===== src/hw/rtl/subscription_match_table_assert.svh =====
// Assertion macros for the subscription match table.
`ifndef SUBSCRIPTION_MATCH_TABLE_ASSERT_SVH
`define SUBSCRIPTION_MATCH_TABLE_ASSERT_SVH

// Condition implies consequence in the same cycle.
`define SMT_ASSERT_NOW(label, cond, cons, msg) \
	label: assert property (@(posedge clk) disable iff (!arst_n) (cond) |-> (cons)) \
		else $error(msg);

// Condition implies consequence in the next cycle.
`define SMT_ASSERT_NEXT(label, cond, cons, msg) \
	label: assert property (@(posedge clk) disable iff (!arst_n) (cond) |=> (cons)) \
		else $error(msg);

`endif


===== src/hw/rtl/smt_pkg.sv =====
// ----------------------------------------------------------------------------
// smt_pkg
// Shared constants and types of the subscription match table.
// ----------------------------------------------------------------------------
package smt_pkg;

	localparam int TABLE_DEPTH = 32;
	localparam int ID_WIDTH    = 16;
	localparam int REC_W       = 4 * ID_WIDTH;
	localparam int IDX_W       = $clog2(TABLE_DEPTH);
	localparam int CNT_W       = $clog2(TABLE_DEPTH + 1);

	localparam logic [1:0] CMD_ADD    = 2'd0;
	localparam logic [1:0] CMD_REMOVE = 2'd1;
	localparam logic [1:0] CMD_LOOKUP = 2'd2;

	localparam logic [2:0] STS_ADDED    = 3'd0;
	localparam logic [2:0] STS_DUP      = 3'd1;
	localparam logic [2:0] STS_FULL     = 3'd2;
	localparam logic [2:0] STS_REMOVED  = 3'd3;
	localparam logic [2:0] STS_NOTFOUND = 3'd4;
	localparam logic [2:0] STS_MATCH    = 3'd5;

	typedef logic [REC_W-1:0] rec_t;

	typedef struct packed {
		logic load_new;
		logic load_left;
		logic load_right;
	} cell_ctl_t;

	typedef struct packed {
		logic eq;
		logic key;
		logic lt;
	} cell_stat_t;

endpackage


===== src/hw/rtl/smt_cell.sv =====
// ----------------------------------------------------------------------------
// smt_cell
// One table slot: holds a record, compares it against the request and takes
// a new record, or the record of its left or right neighbor.
// ----------------------------------------------------------------------------
module smt_cell (
	input  logic                clk,
	input  logic                arst_n,
	input  smt_pkg::cell_ctl_t  ctl,
	input  smt_pkg::rec_t       new_rec,
	input  logic                left_valid,
	input  smt_pkg::rec_t       left_rec,
	input  logic                right_valid,
	input  smt_pkg::rec_t       right_rec,
	output logic                valid,
	output smt_pkg::rec_t       rec,
	output smt_pkg::cell_stat_t stat
);

	logic          valid_q;
	smt_pkg::rec_t rec_q;

	always_ff @(posedge clk or negedge arst_n) begin
		if (!arst_n) begin
			valid_q <= 1'b0;
		end else if (ctl.load_new) begin
			valid_q <= 1'b1;
		end else if (ctl.load_left) begin
			valid_q <= left_valid;
		end else if (ctl.load_right) begin
			valid_q <= right_valid;
		end
	end

	always_ff @(posedge clk) begin
		if (ctl.load_new) begin
			rec_q <= new_rec;
		end else if (ctl.load_left) begin
			rec_q <= left_rec;
		end else if (ctl.load_right) begin
			rec_q <= right_rec;
		end
	end

	assign valid     = valid_q;
	assign rec       = rec_q;
	assign stat.eq   = valid_q && (rec_q == new_rec);
	assign stat.key  = valid_q &&
		(rec_q[3*smt_pkg::ID_WIDTH-1:0] == new_rec[3*smt_pkg::ID_WIDTH-1:0]);
	assign stat.lt   = valid_q &&
		(rec_q[smt_pkg::REC_W-1 -: smt_pkg::ID_WIDTH] <
		 new_rec[smt_pkg::REC_W-1 -: smt_pkg::ID_WIDTH]);

endmodule


===== config.mk =====
export PLATFORM = sky130hd
export DESIGN_NAME = smt_cell
export DESIGN_NICKNAME = d
export VERILOG_FILES = /design/src/hw/rtl/subscription_match_table_assert.svh /design/src/hw/rtl/smt_pkg.sv /design/src/hw/rtl/smt_cell.sv
export SDC_FILE = /design/constraint.sdc
export NUM_CORES = 1
export LEC_CHECK = 0
export BUFFER_PORTS_ARGS = -buffer_cell sky130_fd_sc_hd__buf_4
export CORE_ASPECT_RATIO = 1.25
export CORE_MARGIN = 8
export CORE_UTILIZATION = 43
export CTS_CLUSTER_SIZE = 28
export DETAILED_ROUTE_END_ITERATION = 7
export GPL_TIMING_DRIVEN = 0
export PLACE_DENSITY = 0.84
export SLEW_MARGIN = 20
export SYNTH_ARGS = -nofsm -noshare
export SYNTH_HDL_FRONTEND = slang
export SYNTH_SLANG_ARGS = --single-unit

===== constraint.sdc =====
create_clock -name clk -period 2.2 [get_ports clk]
set_input_delay 0.22 -clock clk [delete_from_list [all_inputs] [get_ports clk]]
set_output_delay 0.22 -clock clk [all_outputs]
set_load 0.02 [all_outputs]

==> Word level (Yosys, flattened, before mapping) <==
Index checks and enable logic that the tools add are counted.
{ "classes": {"n_lt_le_gt_ge": 1, "reduce_logical": 4, "eq_ne": 2, "mux": 6} }
{ "ops": {"columns": ["cell", "n"], "rows": [
  ["$mux W64", 3],
  ["$eq A64 B64 Y1", 1],
  ["$eq A48 B48 Y1", 1],
  ["$lt A16 B16 Y1", 1],
  ["$logic_and A1 B1 Y1", 3],
  ["$mux W1", 3],
  ["$reduce_bool A3 Y1", 1]
]} }
{ "word_totals": {"regBits": 65, "inputBits": 199, "out_inout_bits": 68, "wordCells": 15} }

==> Depth between registers and ports, before layout <==
Gate-level depths: netlist of the first run.
{ "depth": {"word_depth": 3, "mapped_depth": 7} }

==> Worst setup path after synthesis of the first run <==
Ideal clock, no wire load.
{ "synth_path": {"kind": "input-to-reg", "start": "input ctl[1] in the netlist's numbering", "end": "register rec_q[0], in the netlist rec[0], enable pin", "path_stages": 3, "arrival_ns": 1.991, "setup_slack_ns": -0.216, "setup_ns": 0.425, "t_required_ns": 1.775, "cell_sequence": "clkbuf_1 > buf_2 > or3_1"} }
{ "synth_via": {"elab_chain_cells": 1} }
{ "synth_lines": {"columns": ["element", "line_no", "source"], "rows": [
  ["start: declaration", "smt_cell.sv:9", "input smt_pkg::cell_ctl_t ctl,"],
  ["$reduce_bool A3 Y1 (no line)", null, null],
  ["end signal: assignment", "smt_cell.sv:37", "rec_q <= new_rec;"],
  ["end signal: assignment", "smt_cell.sv:39", "rec_q <= left_rec;"],
  ["end signal: assignment", "smt_cell.sv:41", "rec_q <= right_rec;"],
  ["end: declaration", "smt_cell.sv:21", "smt_pkg::rec_t rec_q;"]
]} }
Every way passes these cells.
A chain may end at the register's enable or synchronous reset.

==> flow_metrics.py, run 1 <==
metrics = {
    "layout": {
        "drive_above_1_share_pct": 44.0,
        "n_fill_cell": 736,
        "utilization_pct": 71.5,
        "antenna_cells": 0,
        "nNetsFinal": 905,
        "area_growth_pct": 62.1,
        "final_cell_mix": "buf_4 (277), o21ai_0 (66), mux2i_1 (65), nand2_1 (65), edfxtp_1 (64)",
        "layout_commonest_cell": "buf_4",
    },
    "routing": {
        "final_antenna_net_count": 0,
        "vias_per_cell": 5.24,
        "wl_um": 17100,
        "first_pass_iters": 4,
        "drcViolationCount": 0,
        "vias": 4306,
        "route.detailed.wl_per_inst_um": 20.8,
        "dr.first_iter.drc_count": 202,
    },
    "sta": {
        "period_minus_slack_ns": 2.30,
        "relSlewSlack_pct": 60.1,
        "drv_slew": 0,
        "skew_ns": 0,
        "rsz0062_at_grt": "true",
        "final-setup-viol-count": 1,
        "timing.final.crit_share_pct": 104,
        "fmaxAchievable_mhz": 436,
        "worst_slew_pin_slew_ns": 0.599,
        "layout_setup_ws_ns": -0.0953,
        "finalHoldViolations": 0,
    },
    "status": {
        "failed_checks": "setup timing",
        "status": "finished, violations left",
    },
    "grt": {
        "grt_max_degree": 42,
        "grt-ovfl-total": 0,
        "grt_usage_pct": 24.8,
        "grt_pass1_wl_um": 25500,
        "antenna_found_initial": 0,
        "grt_pass1_vias": 4806,
    },
    "setup_path": {
        "endpoint_kind": "primary output",
        "crit_path_max_fanout": 3,
        "path_class": "reg -> out",
        "r2r_slack_ns": 1.11,
        "worst_ep_arrival_time_ns": 2.08,
        "start_kind": "flip-flop",
        "required_ns": 1.98,
    },
    "floorplanning": {
        "die_h_um": 127,
        "core_um2": 9560,
        "start_util_pct": 44.1,
        "boundaryPins": 267,
        "die-width_um": 105,
        "rows": 40,
        "die-area_um2": 13300,
    },
    "synth": {
        "netlist_area_um2": 4220,
        "synthDistinctLibCells": 28,
        "synth_cells": 404,
        "syn_avg_cell_area_um2": 10.4,
        "synth_nets": 619,
        "ys_seq_area_share_pct": 46.2,
        "ys_ff_latch": 65,
        "synth_warnings": 0,
    },
    "cts": {
        "clockRootBuffer": "clkbuf_16",
        "clockBufferDepth": 2,
        "cts_inserted_buffers": 9,
        "clock_latency_ns": 0.32,
        "path_clk_slew_ns": 0.05,
        "cts_tree": "yes",
        "h-tree-depth": 3,
        "clock-sinks": 65,
    },
    "pwr": {
        "power_uw": 4260,
        "leakagePower_uw": 0.00325,
        "vdd_drop_max_v": 0.000416,
        "powerDensity_nw_per_um2": 623,
    },
    "place": {
        "portBuffers": 264,
        "dp.final_hpwl_um": 13800,
        "post-place-ws_ns": 0.121,
        "place_congestion": 0.875,
    },
    "flow_run": {
        "maxCapViolations": 0,
    },
    "worst_hold_path": {
        "hold_class": "in -> reg",
    },
}
[sequential cells by signal, indices dropped and copies added (netlist names)]
register / flops
rec: 64
valid: 1
[final cells by class]
| class | instances | area, um^2 | share of cell area (%) |
|---|---|---|---|
| Multi-Input combinational cell | 301 | 2220 | 32.5 |
| Timing Repair Buffer | 275 | 2080 | 30.4 |
| Sequential cell | 65 | 1950 | 28.5 |
| Clock buffer | 16 | 272 | 3.97 |
| Tap cell | 126 | 158 | 2.31 |
| Buffer | 22 | 101 | 1.48 |
| Inverter | 16 | 60.1 | 0.878 |
[synth_stat cells]
cell type | number | area (um^2)
a2111oi_0 | 1 | 8.76
a21o_1 | 1 | 7.51
a21oi_1 | 5 | 25.0
a31oi_1 | 1 | 6.26
buf_2 | 3 | 15.0
buf_4 | 4 | 30.0
clkbuf_1 | 15 | 56.3
dfrtp_1 | 1 | 25.0
edfxtp_1 | 64 | 1920
ha_1 | 16 | 200
inv_1 | 16 | 60.1
mux2_2 | 1 | 11.3
mux2i_1 | 65 | 651
nand2_1 | 65 | 244
nand2b_1 | 2 | 12.5
nand3_1 | 2 | 10.0
nand3b_1 | 1 | 7.51
nand4_1 | 10 | 62.6
nor2b_1 | 2 | 12.5
nor3_1 | 3 | 15.0
nor4_1 | 8 | 50.1
nor4_2 | 1 | 12.5
o211ai_1 | 1 | 7.51
o21ai_0 | 66 | 330
or3_1 | 1 | 6.26
or4_1 | 1 | 7.51
xnor2_1 | 17 | 149
xor2_1 | 31 | 272
[cells by family (layout without fill, tap and decap cells)]
logic type                 count (synthesis)  after routing  share of synthesized area, %
and+or+nand+nor                           96             96                          10.4
xor gates and xnor gates                  48             48                          9.97
buffers and inverters                     38            329                          3.83
DFF                                       65             65                          46.2
adders and majority gates                 16             16                          4.75
muxes                                     66             66                          15.7
AOI/OAI and AO/OA                         75             75                          9.14
[worst paths after layout]
kind                       depth (start not counted)               from                end
max                                                5  rec[59]$_DFFE_PP_            stat[2]
min                                                3         left_valid  valid$_DFFE_PN0P_
min in group asynchronous                          2             arst_n  valid$_DFFE_PN0P_
max reg2reg                                        3  valid$_DFFE_PN0P_  valid$_DFFE_PN0P_
min reg2reg                                        3  valid$_DFFE_PN0P_  valid$_DFFE_PN0P_
max in group asynchronous                          2             arst_n  valid$_DFFE_PN0P_
[report_power, final]
part / internal (uW) / leakage (uW) / switching, uW
clock: 827 / 0.000131 / 499
combinational: 655 / 0.00243 / 638
sequential: 1530 / 0.000687 / 108
total: 3020 / 0.00325 / 1240
[critical path: stages, from the launching register on]
cell      delay [ns]
edfxtp_1        0.43
ha_4            0.31
nand4_1         0.12
or4_4           0.56
nor4_2          0.14
buf_4           0.19
[timing repair]
action | CTS | global route
gates resized for setup | 8 | 3
hold endpoints to repair | 1 | 0
hold buffers | 1 | 0
pin swaps | 4 | 4
endpoints found under the setup margin | 3 | 3
setup buffers | 5 | 4
cloned | 0 | 0
[layer usage]
metal | track usage, % | vias up | routed length [um]
li1 | - | 2035 | -
met1 | 25.2 | 2011 | 6000
met2 | 46.0 | 227 | 9170
met3 | 7.50 | 33 | 1440
met4 | 10.1 | 0 | 464
met5 | 0 | - | 0
[per-stage QoR]
stage | setup TNS, ns | cells | instance area [um^2] | hold slack [ns]
after floorplan | 0 | 404 | 4220 | -0.0756
after global placement | -8.79 | 794 | 6360 | 0.00560
after detailed placement | 0 | 795 | 6380 | 0.00747
after CTS | -0.148 | 817 | 6780 | 0.118
after global routing | -0.328 | 821 | 6840 | 0.148
final | -0.0953 | 821 | 6840 | 0.151
Note: power is estimated with default switching activity, not from simulation.
==> inputs of run 2 (changes only) <==
--- a/config.mk
+++ b/config.mk
@@ -11,7 +11,6 @@
 export CORE_UTILIZATION = 43
 export CTS_CLUSTER_SIZE = 28
 export DETAILED_ROUTE_END_ITERATION = 7
-export GPL_TIMING_DRIVEN = 0
 export PLACE_DENSITY = 0.84
 export SLEW_MARGIN = 20
 export SYNTH_ARGS = -nofsm -noshare
==> run 2 against run 1 <==
- the flow still finishes with violations (setup timing)
- maximum frequency shrank 1.0%
- sequential power is essentially flat
- final cell count shrank 2.4%
- critical path type unchanged
==> flow_metrics.py, run 2 (synthesis gave the netlist of run 1 again) <==
metrics = {
    "status": {
        "failed_checks": "setup timing",
        "status": "finished, violations left",
    },
    "layout": {
        "n_fill_cell": 739,
        "stdcell_area_um2": 6730,
        "largest_register_ffs": 64,
        "area_growth_pct": 59.5,
        "nNetsFinal": 885,
        "final_cells": 801,
        "drive_above_1_share_pct": 44.4,
        "final_cell_mix": "buf_4 (274), o21ai_0 (66), mux2i_1 (65), nand2_1 (65), edfxtp_1 (64)",
        "antenna_cells": 0,
        "utilization_pct": 70.4,
        "layout_commonest_cell": "buf_4",
    },
    "routing": {
        "first_pass_iters": 4,
        "vias": 4145,
        "drcViolationCount": 0,
        "dr.first_iter.drc_count": 131,
        "vias_per_cell": 5.17,
        "final_antenna_net_count": 0,
        "wl_um": 15400,
        "route.detailed.wl_per_inst_um": 19.2,
    },
    "grt": {
        "grt_max_degree": 130,
        "grt-ovfl-total": 0,
        "grt_pass1_vias": 4550,
        "grt_pass1_wl_um": 23400,
        "grt_usage_pct": 22.3,
        "antenna_found_initial": 0,
    },
    "sta": {
        "period_minus_slack_ns": 2.32,
        "worst_slew_pin_slew_ns": 0.537,
        "layout_setup_ws_ns": -0.119,
        "skew_ns": 0,
        "finalSetupTns_ns": -0.119,
        "fmaxAchievable_mhz": 431,
        "drv_slew": 0,
        "final-setup-viol-count": 1,
        "relSlewSlack_pct": 64.2,
        "timing.final.crit_share_pct": 105,
        "rsz0062_at_grt": "true",
        "finalHoldViolations": 0,
    },
    "setup_path": {
        "path_class": "reg -> out",
        "worst_ep_arrival_time_ns": 2.10,
        "endpoint_kind": "primary output",
        "start_kind": "flip-flop",
        "crit_path_max_fanout": 3,
        "required_ns": 1.98,
    },
    "pwr": {
        "leakagePower_uw": 0.00322,
        "powerDensity_nw_per_um2": 616,
        "vdd_drop_max_v": 0.000547,
    },
    "cts": {
        "clock-sinks": 65,
        "path_clk_slew_ns": 0.05,
        "clockRootBuffer": "clkbuf_16",
        "cts_tree": "yes",
        "h-tree-depth": 3,
        "cts_inserted_buffers": 9,
        "clock_latency_ns": 0.32,
        "clockBufferDepth": 2,
    },
    "place": {
        "dp.cells": 779,
        "place_congestion": 0.838,
        "post-place-ws_ns": 0.161,
        "portBuffers": 266,
        "dp.final_hpwl_um": 12500,
        "placed_cell_area_um2": 6330,
    },
    "floorplanning": {
        "core_um2": 9560,
        "die-area_um2": 13300,
        "die-width_um": 105,
        "start_util_pct": 44.1,
        "rows": 40,
        "boundaryPins": 267,
        "die_h_um": 127,
    },
    "flow_run": {
        "maxCapViolations": 0,
    },
    "worst_hold_path": {
        "hold_class": "in -> reg",
    },
}
## run 2: cell count changes in the layout (fill, tap and decap cells not counted), sizes merged
cell    before  now
buf        281  276
clkbuf      31   11
clkinv       0    5
## run 2: routing by layer
| layer | GRT usage [%] | wire length [um] |
|---|---|---|
| met5 | 0 | 0 |
| met4 | 6.90 | 235 |
| met3 | 7.55 | 1230 |
| met2 | 41.8 | 8310 |
| met1 | 22.7 | 5610 |
## run 2: area by class of cell
class / instances / area (um^2) / area share [%]
well taps: 126 / 158 / 2.34
repair buffers: 277 / 2110 / 31.3
clock buffers: 11 / 233 / 3.46
flip-flops and latches: 65 / 1950 / 28.9
multi-input cells: 301 / 2200 / 32.7
clock inverters: 5 / 22.5 / 0.335
inverters: 16 / 60.1 / 0.893
## run 2: repair_timing
item | 4_1_cts | 5_1_grt
hold buffers | 1 | 0
setup buffers | 3 | 2
setup endpoints to repair | 2 | 3
resized for setup | 7 | 3
pin swaps | 4 | 0
endpoints found under the hold margin | 1 | 0
## run 2: path summary, 6_finish.rpt
path,to,depth (start not counted),slack (ns),start
worst min register to register,valid$_DFFE_PN0P_,3,0.82,valid$_DFFE_PN0P_
worst min-delay path,valid$_DFFE_PN0P_,3,0.15,left_valid
worst max-delay path,stat[2],5,-0.12,rec[51]$_DFFE_PP_
min in group asynchronous,valid$_DFFE_PN0P_,2,0.22,arst_n
max in group asynchronous,valid$_DFFE_PN0P_,2,1.90,arst_n
worst max register to register,valid$_DFFE_PN0P_,3,1.12,valid$_DFFE_PN0P_
## run 2: power breakdown
group / switching (uW) / internal (uW)
Combinational: 617 / 641
Sequential: 103 / 1530
Clock: 498 / 748
## run 2: per-stage QoR
stage | power [uW] | hold slack [ns]
2_1_floorplan | 2210 | -0.0756
3_3_place_gp | 2840 | 0.00370
3_5_place_dp | 2880 | 0.00386
4_1_cts | 4160 | 0.134
5_1_grt | 4310 | 0.150
6_report | 4140 | 0.150
## run 2: critical path, stage by stage (launching register included)
cell      delay [ns]
edfxtp_1        0.42
ha_4            0.30
nand4_1         0.13
or4_4           0.57
nor4_2          0.15
buf_4           0.19
